## config.mk

```make
export PLATFORM = sky130hd
export DESIGN_NAME = multi_channel_heater_pid_unit
export DESIGN_NICKNAME = d
export VERILOG_FILES = /design/src/rtl/core/hpid_pkg.sv /design/src/rtl/core/multi_channel_heater_pid_unit.sv /design/src/rtl/core/hpid_chan_regs.sv /design/src/rtl/core/hpid_calc.sv
export SDC_FILE = /design/constraint.sdc
export NUM_CORES = 2
export LEC_CHECK = 0
export BUFFER_PORTS_ARGS = -buffer_cell sky130_fd_sc_hd__buf_2
export CAP_MARGIN = 20
export CORE_MARGIN = 1.5
export CORE_UTILIZATION = 45
export CTS_BUF_LIST = sky130_fd_sc_hd__clkbuf_8
export CTS_CLUSTER_SIZE = 40
export DETAILED_ROUTE_END_ITERATION = 16
export PLACE_DENSITY_LB_ADDON = 0.1
export RECOVER_POWER = 100
export SLEW_MARGIN = 20
export SYNTH_ARGS = -nofsm -noshare
export SYNTH_HDL_FRONTEND = slang
export SYNTH_SLANG_ARGS = --single-unit
```

## constraint.sdc

```tcl
create_clock -name clk -period 35.3 [get_ports clk]
set_input_delay 7.06 -clock clk [delete_from_list [all_inputs] [get_ports clk]]
set_output_delay 7.06 -clock clk [all_outputs]
set_load 0.1 [all_outputs]
```

## src/rtl/core/hpid_pkg.sv

```systemverilog
// ----------------------------------------------------------------------------
// hpid_pkg
// Shared types, widths and codes of the multi-channel heater PID unit.
// ----------------------------------------------------------------------------
package hpid_pkg;

  localparam int CHANNELS   = 4;
  localparam int CH_W       = 2;
  localparam int CH_IDX_W   = (CHANNELS > 1) ? $clog2(CHANNELS) : 1;
  localparam int GAIN_W     = 20;
  localparam int DUTY_W     = 16;
  localparam int TEMP_W     = 19;
  localparam int TGT_W      = 18;
  localparam int INTEG_W    = 48;
  localparam int FRAC_W     = 19;
  localparam int CFG_IDX_W  = 3;
  localparam int CFG_DATA_W = 20;
  localparam int REQ_W      = 2;
  localparam int ALARM_W    = 2;

  typedef enum logic [REQ_W-1:0] {
    REQ_SAMPLE = 2'd0,
    REQ_ON     = 2'd1,
    REQ_OFF    = 2'd2,
    REQ_NONE   = 2'd3
  } req_t;

  typedef enum logic [ALARM_W-1:0] {
    ALARM_NONE  = 2'd0,
    ALARM_OVER  = 2'd1,
    ALARM_UNDER = 2'd2
  } alarm_t;

  typedef enum logic [CFG_IDX_W-1:0] {
    CFG_KP        = 3'd0,
    CFG_KI        = 3'd1,
    CFG_KD        = 3'd2,
    CFG_DUTY_MIN  = 3'd3,
    CFG_DUTY_MAX  = 3'd4,
    CFG_TEMP_HIGH = 3'd5,
    CFG_TEMP_LOW  = 3'd6
  } cfg_idx_t;

  typedef struct packed {
    logic [GAIN_W-1:0]        kp;
    logic [GAIN_W-1:0]        ki;
    logic [GAIN_W-1:0]        kd;
    logic [DUTY_W-1:0]        duty_min;
    logic [DUTY_W-1:0]        duty_max;
    logic signed [TEMP_W-1:0] temp_high;
    logic signed [TEMP_W-1:0] temp_low;
  } cfg_t;

  typedef struct packed {
    logic signed [TEMP_W-1:0] actual;
    logic signed [TEMP_W-1:0] previous;
    logic [TGT_W-1:0]         target;
    logic [INTEG_W-1:0]       integ;
    logic [DUTY_W-1:0]        duty;
  } chan_state_t;

endpackage

```

## src/rtl/core/multi_channel_heater_pid_unit.sv

```systemverilog
// ----------------------------------------------------------------------------
// multi_channel_heater_pid_unit
// Four-channel PID heater controller with duty clamp and temperature alarms.
// ----------------------------------------------------------------------------
// Takes one request word per cycle while in_stall is low and returns one
// result word per request. A request is latched in an input register; the
// channel's read-modify-write (three 20x20 multiplies, integral update,
// P+I+D sum and clamp) is combinational from that register and is written
// into the result register and channel state together, so requests to the
// same channel may follow each other in consecutive cycles.
module multi_channel_heater_pid_unit
  import hpid_pkg::*;
(
  input  logic                     clk,
  input  logic                     rst_n,
  input  logic                     cfg_we,
  input  logic [CFG_IDX_W-1:0]     cfg_index,
  input  logic [CFG_DATA_W-1:0]    cfg_wdata,
  input  logic                     in_valid,
  output logic                     in_stall,
  input  logic [REQ_W-1:0]         in_req_type,
  input  logic [CH_W-1:0]          in_channel,
  input  logic signed [TEMP_W-1:0] in_temp_sample,
  input  logic [TGT_W-1:0]         in_target_temp,
  output logic                     out_valid,
  input  logic                     out_stall,
  output logic [CH_W-1:0]          out_channel,
  output logic [DUTY_W-1:0]        out_duty,
  output logic [ALARM_W-1:0]       out_alarm,
  output logic                     out_active
);

  cfg_t                     cfg_r;
  logic                     s1_v_r;
  req_t                     s1_req_r;
  logic [CH_W-1:0]          s1_ch_r;
  logic signed [TEMP_W-1:0] s1_temp_r;
  logic [TGT_W-1:0]         s1_tgt_r;
  logic                     out_v_r;
  logic [CH_W-1:0]          out_ch_r;
  logic [DUTY_W-1:0]        out_duty_r;
  alarm_t                   out_alarm_r;
  logic                     out_active_r;

  logic                     adv;
  logic                     in_acc;
  logic                     ch_ok;
  logic [CH_IDX_W-1:0]      ch_idx;
  chan_state_t              cur;
  chan_state_t              nxt;
  alarm_t                   alarm;
  logic [DUTY_W-1:0]        res_duty_nxt;
  alarm_t                   res_alarm_nxt;
  logic                     res_active_nxt;

  always_ff @(posedge clk) begin
    if (!rst_n) begin
      cfg_r.kp        <= GAIN_W'(81920);
      cfg_r.ki        <= GAIN_W'(410);
      cfg_r.kd        <= '0;
      cfg_r.duty_min  <= '0;
      cfg_r.duty_max  <= DUTY_W'(1000);
      cfg_r.temp_high <= TEMP_W'(38400);
      cfg_r.temp_low  <= '0;
    end else if (cfg_we) begin
      unique case (cfg_idx_t'(cfg_index))
        CFG_KP:        cfg_r.kp        <= cfg_wdata[GAIN_W-1:0];
        CFG_KI:        cfg_r.ki        <= cfg_wdata[GAIN_W-1:0];
        CFG_KD:        cfg_r.kd        <= cfg_wdata[GAIN_W-1:0];
        CFG_DUTY_MIN:  cfg_r.duty_min  <= cfg_wdata[DUTY_W-1:0];
        CFG_DUTY_MAX:  cfg_r.duty_max  <= cfg_wdata[DUTY_W-1:0];
        CFG_TEMP_HIGH: cfg_r.temp_high <= $signed(cfg_wdata[TEMP_W-1:0]);
        CFG_TEMP_LOW:  cfg_r.temp_low  <= $signed(cfg_wdata[TEMP_W-1:0]);
        default: begin
        end
      endcase
    end
  end

  assign adv      = !out_v_r || !out_stall;
  assign in_stall = s1_v_r && !adv;
  assign in_acc   = in_valid && !in_stall;

  always_ff @(posedge clk) begin
    if (!rst_n) begin
      s1_v_r <= 1'b0;
    end else if (in_acc) begin
      s1_v_r <= 1'b1;
    end else if (adv) begin
      s1_v_r <= 1'b0;
    end
  end

  always_ff @(posedge clk) begin
    if (in_acc) begin
      s1_req_r  <= req_t'(in_req_type);
      s1_ch_r   <= in_channel;
      s1_temp_r <= in_temp_sample;
      s1_tgt_r  <= in_target_temp;
    end
  end

  assign ch_ok  = (32'(s1_ch_r) < CHANNELS);
  assign ch_idx = CH_IDX_W'(s1_ch_r);

  hpid_chan_regs u_regs (
    .clk      (clk),
    .rst_n    (rst_n),
    .rd_idx   (ch_idx),
    .rd_state (cur),
    .wr_en    (adv && s1_v_r && ch_ok),
    .wr_idx   (ch_idx),
    .wr_state (nxt)
  );

  hpid_calc u_calc (
    .cfg    (cfg_r),
    .req    (s1_req_r),
    .sample (s1_temp_r),
    .target (s1_tgt_r),
    .cur    (cur),
    .nxt    (nxt),
    .alarm  (alarm)
  );

  always_comb begin
    if (ch_ok) begin
      res_duty_nxt   = nxt.duty;
      res_alarm_nxt  = alarm;
      res_active_nxt = (nxt.target != '0);
    end else begin
      res_duty_nxt   = '0;
      res_alarm_nxt  = ALARM_NONE;
      res_active_nxt = 1'b0;
    end
  end

  always_ff @(posedge clk) begin
    if (!rst_n) begin
      out_v_r <= 1'b0;
    end else if (adv) begin
      out_v_r <= s1_v_r;
    end
  end

  always_ff @(posedge clk) begin
    if (adv && s1_v_r) begin
      out_ch_r     <= s1_ch_r;
      out_duty_r   <= res_duty_nxt;
      out_alarm_r  <= res_alarm_nxt;
      out_active_r <= res_active_nxt;
    end
  end

  assign out_valid   = out_v_r;
  assign out_channel = out_ch_r;
  assign out_duty    = out_duty_r;
  assign out_alarm   = out_alarm_r;
  assign out_active  = out_active_r;

  a_adv_fills_out: assert property (@(posedge clk) disable iff (!rst_n)
    (adv && s1_v_r) |=> out_v_r)
    else $error("pending request did not reach the result register");

  a_no_overrun: assert property (@(posedge clk) disable iff (!rst_n)
    (in_valid && s1_v_r && !adv) |-> in_stall)
    else $error("input register overrun");

  a_alarm_sample_only: assert property (@(posedge clk) disable iff (!rst_n)
    (adv && s1_v_r && s1_req_r != REQ_SAMPLE) |=> (out_alarm == ALARM_NONE))
    else $error("alarm raised on a non-sample request");

  a_off_inactive: assert property (@(posedge clk) disable iff (!rst_n)
    (adv && s1_v_r && s1_req_r == REQ_OFF) |=> !out_active)
    else $error("heater off reported active");

endmodule

```

## src/rtl/core/hpid_chan_regs.sv

```systemverilog
// ----------------------------------------------------------------------------
// hpid_chan_regs
// Per-channel controller state: temperatures, target, integral, duty.
// ----------------------------------------------------------------------------
module hpid_chan_regs
  import hpid_pkg::*;
(
  input  logic                clk,
  input  logic                rst_n,
  input  logic [CH_IDX_W-1:0] rd_idx,
  output chan_state_t         rd_state,
  input  logic                wr_en,
  input  logic [CH_IDX_W-1:0] wr_idx,
  input  chan_state_t         wr_state
);

  chan_state_t state_r [CHANNELS];

  always_ff @(posedge clk) begin
    if (!rst_n) begin
      for (int i = 0; i < CHANNELS; i++) begin
        state_r[i] <= '0;
      end
    end else if (wr_en) begin
      state_r[wr_idx] <= wr_state;
    end
  end

  assign rd_state = state_r[rd_idx];

endmodule

```

## src/rtl/core/hpid_calc.sv

```systemverilog
// ----------------------------------------------------------------------------
// hpid_calc
// One request against one channel: state update, PID sum, duty clamp, alarm.
// ----------------------------------------------------------------------------
module hpid_calc
  import hpid_pkg::*;
(
  input  cfg_t                     cfg,
  input  req_t                     req,
  input  logic signed [TEMP_W-1:0] sample,
  input  logic [TGT_W-1:0]         target,
  input  chan_state_t              cur,
  output chan_state_t              nxt,
  output alarm_t                   alarm
);

  localparam int PROD_W = GAIN_W + TEMP_W + 3;
  localparam int ISUM_W = INTEG_W + 2;
  localparam int SUM_W  = INTEG_W + 3;

  logic signed [TEMP_W-1:0] act_e;
  logic signed [TEMP_W-1:0] prev_e;
  logic [TGT_W-1:0]         tgt_e;
  logic [INTEG_W-1:0]       integ_b;
  logic                     do_pid;

  logic signed [TEMP_W:0]   err;
  logic signed [TEMP_W:0]   dif;
  logic signed [PROD_W-1:0] p_prod;
  logic signed [PROD_W-1:0] i_prod;
  logic signed [PROD_W-1:0] d_prod;
  logic signed [ISUM_W-1:0] integ_sum;
  logic [INTEG_W-1:0]       integ_cl;
  logic signed [SUM_W-1:0]  sum;
  logic signed [SUM_W-1:0]  min_lim;
  logic signed [SUM_W-1:0]  max_lim;
  logic [DUTY_W-1:0]        duty_pid;

  always_comb begin
    act_e   = cur.actual;
    prev_e  = cur.previous;
    tgt_e   = cur.target;
    integ_b = cur.integ;
    do_pid  = 1'b0;
    alarm   = ALARM_NONE;
    unique case (req)
      REQ_SAMPLE: begin
        prev_e = cur.actual;
        act_e  = sample;
        do_pid = (cur.target != '0);
        if (sample > cfg.temp_high) begin
          alarm = ALARM_OVER;
        end else if (sample < cfg.temp_low) begin
          alarm = ALARM_UNDER;
        end
      end
      REQ_ON: begin
        tgt_e  = target;
        do_pid = 1'b1;
        if (!(target > cur.target)) begin
          integ_b = '0;
        end
      end
      REQ_OFF: begin
        tgt_e = '0;
      end
      default: begin
      end
    endcase
  end

  assign err = $signed({2'b00, tgt_e}) - $signed({act_e[TEMP_W-1], act_e});
  assign dif = $signed({prev_e[TEMP_W-1], prev_e}) - $signed({act_e[TEMP_W-1], act_e});

  assign p_prod = PROD_W'($signed({1'b0, cfg.kp}) * err);
  assign i_prod = PROD_W'($signed({1'b0, cfg.ki}) * err);
  assign d_prod = PROD_W'($signed({1'b0, cfg.kd}) * dif);

  assign integ_sum = $signed({2'b00, integ_b})
                   + $signed({{(ISUM_W-PROD_W){i_prod[PROD_W-1]}}, i_prod});

  always_comb begin
    if (integ_sum < 0) begin
      integ_cl = '0;
    end else if (integ_sum[ISUM_W-1:INTEG_W] != '0) begin
      integ_cl = '1;
    end else begin
      integ_cl = integ_sum[INTEG_W-1:0];
    end
  end

  assign sum = $signed({3'b000, integ_cl})
             + $signed({{(SUM_W-PROD_W){p_prod[PROD_W-1]}}, p_prod})
             + $signed({{(SUM_W-PROD_W){d_prod[PROD_W-1]}}, d_prod});

  assign min_lim = $signed({{(SUM_W-DUTY_W-FRAC_W){1'b0}}, cfg.duty_min, {FRAC_W{1'b0}}});
  assign max_lim = $signed({{(SUM_W-DUTY_W-FRAC_W){1'b0}}, cfg.duty_max, {FRAC_W{1'b0}}});

  always_comb begin
    priority if (sum <= min_lim) begin
      duty_pid = cfg.duty_min;
    end else if (sum >= max_lim) begin
      duty_pid = cfg.duty_max;
    end else begin
      duty_pid = sum[FRAC_W+DUTY_W-1:FRAC_W];
    end
  end

  always_comb begin
    nxt          = cur;
    nxt.actual   = act_e;
    nxt.previous = prev_e;
    nxt.target   = tgt_e;
    if (do_pid) begin
      nxt.integ = integ_cl;
      nxt.duty  = duty_pid;
    end else if (req == REQ_OFF) begin
      nxt.duty = cfg.duty_min;
    end
  end

endmodule
```

* Word-level counts from Yosys, hierarchy flattened *
Memories as Yosys holds them, arrays and structs flattened. A register that Yosys moved wholly into a read port is not among the register bits.
Index checks and enable logic that the tools add are counted.

operators by class
  add/sub/neg operators = 5
  multipliers = 3
  $lt $le $gt $ge = 6
  equality and inequality tests = 8
  mux-type cells = 25
  bitwise gates (word level) = 1
  reductions and logical operators = 23

operators by type and width
  cell                 count
  $mux 48              5
  $mul 21x20->41       3
  $mux 120             1
  $reduce_or 120->1    1
  $add 49x41->50       2
  $mux 16              4
  $add 50x41->51       1
  $ge 51x36->1         1
  $le 51x36->1         1
  $lt 50x1->1 const B  1
  $sub 19x19->20       2
  $mux 19              2
  $pmux 18 s2          1
  $reduce_bool 18->1   2
  $gt 19x19->1         1
  $lt 19x19->1         1
  $gt 18x18->1         1
  $reduce_and 2->1     7
  $eq 3x3->1 const B   3
  $mux 1               8
  $eq 3x2->1 const B   2
  $mux 2               3
  $logic_not 1->1      4
  $reduce_bool 2->1    2
  10 further kinds     12

word-level totals
  register bits after elaboration = 194
  memory bits (writable) = 480
  input port bits = 69
  output and inout port bits = 23
  logic and storage cells = 90
  memories kept = 1

memories
  name            words  bits a word  rd ports  clocked after Yosys merged registers in  write ports  line                  source
  u_regs.state_r  4      120          1         1                                        4            hpid_chan_regs.sv:17  chan_state_t state_r [CHANNELS];

* Longest topological paths before layout *
  depth in word-level cells = 15
  depth in mapped cells = 88
  gate-level depth less buffers = 79

* Modules after synthesis *
Synthesis repeated with hierarchy kept, for this count alone.

unflattened totals
  cell total of the unflattened synthesis = 8153
  area, all modules = 81001.4 um^2

by module, submodules not included
  module                         times used  cells each  area an instance (um^2)  sequential area each (um^2)
  hpid_calc                      1           6317        53488.8                  0.0
  hpid_chan_regs                 1           1183        20683.6                  14413.8
  multi_channel_heater_pid_unit  1           653         6829.0                   4504.3

* Worst setup path before layout *
OpenSTA, ideal clock, no wires.

  path type = flip-flop to flip-flop
  from = reg with a tool-made name
  to = mem u_regs.state_r[0][10] (netlist bit) (data pin)
  setup time = 261 ps
  arrival = 19828 ps
  data required time = 35039 ps
  slack = 15211 ps
  cell stages (with the launch flop) = 74
  path buffers = 8
  period minus slack after synthesis = 20089 ps
  cells stage by stage = dfxtp_1 > clkbuf_1 > buf_2 > buf_2 > buf_1 > mux4_2 > mux2i_1 > ha_1 > nor2b_1 > o21ai_0 > a21boi_0 > o21ai_0 > a21boi_0 > o21ai_0 > a21oi_1 > o211ai_1 > a31oi_1 > o41a_1 > [... 38 more ...] > ha_1 > nand2_1 > o211ai_1 > a41oi_1 > a211o_1 > and2_1 > xnor2_1 > ha_1 > nand2_1 > nor4_1 > a2111oi_0 > o221ai_1 > o211a_1 > a211oi_1 > nand3_2 > buf_6 > mux2_4 > a221o_1

RTL lines
  element    line
  to (decl)  hpid_chan_regs.sv:17

==> out/metrics.yaml <==
status: "complete, but fails checks"
violations: "max-capacitance violations, max-slew violations"
worstSetupStartpointType: "register"
cpPeakStageDelay_ns: 2.33
synth-edff-count: 542
syn_to_final_growth_pct: 6.99
synth-seq-cells: 676
postCtsSetupBuffers: 0
clk_pin_slew_ns: 0.06
ant_nets: 0
start_util_pct: 45.3
wl_per_cell_um: 26.6
setup_viol: 0
overflow: 0
fillers: 16600
postCtsResizedCells: 0
coreArea_um2: 174000
synth_seq_area_share_pct: 24.0
max-cap-violations: 30
required_ns: 35.87
cts_buffers: 118
async_flop_share_pct: 0
setup_tns_ns: 0
maxSlewViolCount: 1223
ys.flop_type: "edfxtp_1"
drtIter0Drc: 4742
layout.nets: 9866
cts_sinks: 676
critPathSlowestCell: "dfxtp_1"
gp_congestion: 0.947
rsz0062_at_grt: "no"
ios: 92
r2r_slack_ns: 7.25
grt_pass1_vias: 61500
drc: 0
period_share_pct: 79.4
max-slew-margin-rel_pct: -201
hold_viol_final: 0
dieWidth_um: 422
crit_top_cell: "fa_1"
netlist_area_um2: 79000
path_delay_family: "adder cells"
die_h_um: 422
fmax_ghz: 0.0357
grt_usage_pct: 31.4
h-tree-depth: 3
cp-end-kind: "register"
grt_start_max_net_pins: 77
regArea_um2: 19000
dpl.hpwl_um: 208000
grt_pass1_wl_um: 412000
synth_cell_types: 81
skew_ns: 0.121
cts_max_path_buffers: 3
critPathMaxFanout: 45
first_pass_iters: 6
synth_cells: 8050
dieArea_um2: 178000
clock-root-buffer: "clkbuf_8"
antenna_found_initial: 20
syn-mean-instance-area_um2: 9.81
row_count: 153
cp_num_buf_inv: 11
clock_latency_ns: 0.93
worst_pin_slew_ns: 4.52
yosys_warnings: 0
port_buffers: 91
ctsHoldBuffers: 0
vias: 58700
multiInputGateArea_um2: 53300
drive_gt1_share_pct: 7.20
cp.arrival_ns: 28.61
hold_path_class: "reg2reg"
vias_per_cell: 5.64
syn_nets: 9945
period_minus_slack_ns: 28.05
wl_um: 277000
crit_type: "reg2reg"
cts_tree: "built"
-- cells by family (layout without fill, tap and decap cells) --
kind of cell / Yosys count / count (layout) / synth area share, %
muxes: 186 / 186 / 4.27
DFF: 676 / 676 / 24.0
adders and majority gates: 1826 / 1826 / 39.7
xor gates and xnor gates: 102 / 102 / 1.13
buffers and inverters: 1880 / 1905 / 8.97
AOI/OAI and AO/OA: 881 / 881 / 7.61
and+or+nand+nor: 2499 / 2499 / 14.3
other: 0 / 11 / 0
-- cells in the final DEF (no fill, tap or decap), types with 133 or more instances in the layout --
cell,synthesis,routed
fa_1,1133,1132
nor2_1,444,436
nand2_1,1240,1240
o21ai_0,209,206
inv_1,1429,1474
edfxtp_1,542,542
and2_1,369,366
buf_4,0,138
ha_1,693,693
a21oi_1,147,145
dfxtp_1,134,133
-- worst reg2reg max path, delay by kind of cell, from the launching register on --
| kind | cells | cell delay (ns) |
|---|---|---|
| buf+inv | 11 | 5.15 |
| xor+xnor | 2 | 0.57 |
| mux | 2 | 1.37 |
| flops | 1 | 2.33 |
| fa+ha+maj | 20 | 9.70 |
| simple gates | 8 | 2.06 |
| compound gates | 26 | 6.56 |
-- metrics by stage --
stage / utilization [%] / hold slack [ns] / cells / instance area, um2 / worst slack [ns]
final: 48.5 / 0.466 / 10400 / 84500 / 7.25
after global routing: 48.5 / 0.483 / 10400 / 84500 / 5.65
after CTS: 48.6 / 0.466 / 10400 / 84700 / 12.09
after detailed placement: 47.3 / 0.458 / 10200 / 82300 / 12.26
after global placement: 47.3 / 0.451 / 10200 / 82300 / 12.41
after floorplan: - / 0.443 / 8050 / 79000 / 15.21
-- cell type report --
cell class,count,area share [%]
Sequential cell,676,22.4
Clock inverter,98,0.773
Antenna cell,11,0.0326
Timing Repair Buffer,251,1.83
Tap cell,2325,3.44
Multi-Input combinational cell,5494,63.1
Clock buffer,126,2.05
Inverter,1430,6.35
-- cells in the mapped netlist, types with 8 or more instances --
library cell  count  area (um2)
a2111oi_0        10        87.6
a211oi_1         19         143
a21boi_0        120         901
a21o_1           95         713
a21oi_1         147         736
a221o_1          78         781
a22o_1           29         254
a22oi_1          20         150
a31oi_1          16         100
a41oi_1           8        70.1
and2_1          369        2310
and3_1          100         626
buf_1            26        97.6
buf_2            13        65.1
clkbuf_1        409        1540
dfxtp_1         134        2680
edfxtp_1        542       16300
fa_1           1133       22700
ha_1            693        8670
inv_1          1429        5360
mux2_2           12         135
mux2_4            9         135
mux2i_1          49         490
mux4_2          116        2610
nand2_1        1240        4650
nand2b_1         50         313
nand3_1          76         380
nand4_1          35         219
nor2_1          444        1670
nor2b_1          60         375
nor3_1           43         215
nor4_1           10        62.6
o211ai_1         19         143
o21a_1           14         105
o21ai_0         209        1050
o21bai_1         21         158
o22ai_1          14        87.6
o31ai_1           9        67.6
or2_2            34         213
or3_1            15        93.8
xnor2_1          69         604
xor2_1           33         289
-- state kept, by name, indices dropped and copies added (netlist names), named ones only --
register,count
u_regs.state_r,480
out_active,1
s1_v_r,1
out_valid,1
out_channel,2
s1_tgt_r,18
s1_req_r,2
s1_temp_r,19
ch_idx,2
out_duty,16
out_alarm,2
cfg_r,130
-- final timing paths --
path,from,to,cells after the start
worst min register to register,cfg_r[109],cfg_r[109],2
worst max-delay path,register,u_regs.state_r[2][1],69
worst max register to register,register,u_regs.state_r[2][1],69
worst min-delay path,cfg_r[109],cfg_r[109],2
-- layer usage --
metal  track usage [%]  part of all wire (%)
met2              48.9                    45
met5                 0                 0.043
met4              14.1                   5.2
met1              42.0                    41
met3              7.01                   8.4
Power is not shown: default switching activity piles up to over one toggle a cycle in this logic, so the estimate is an artifact.
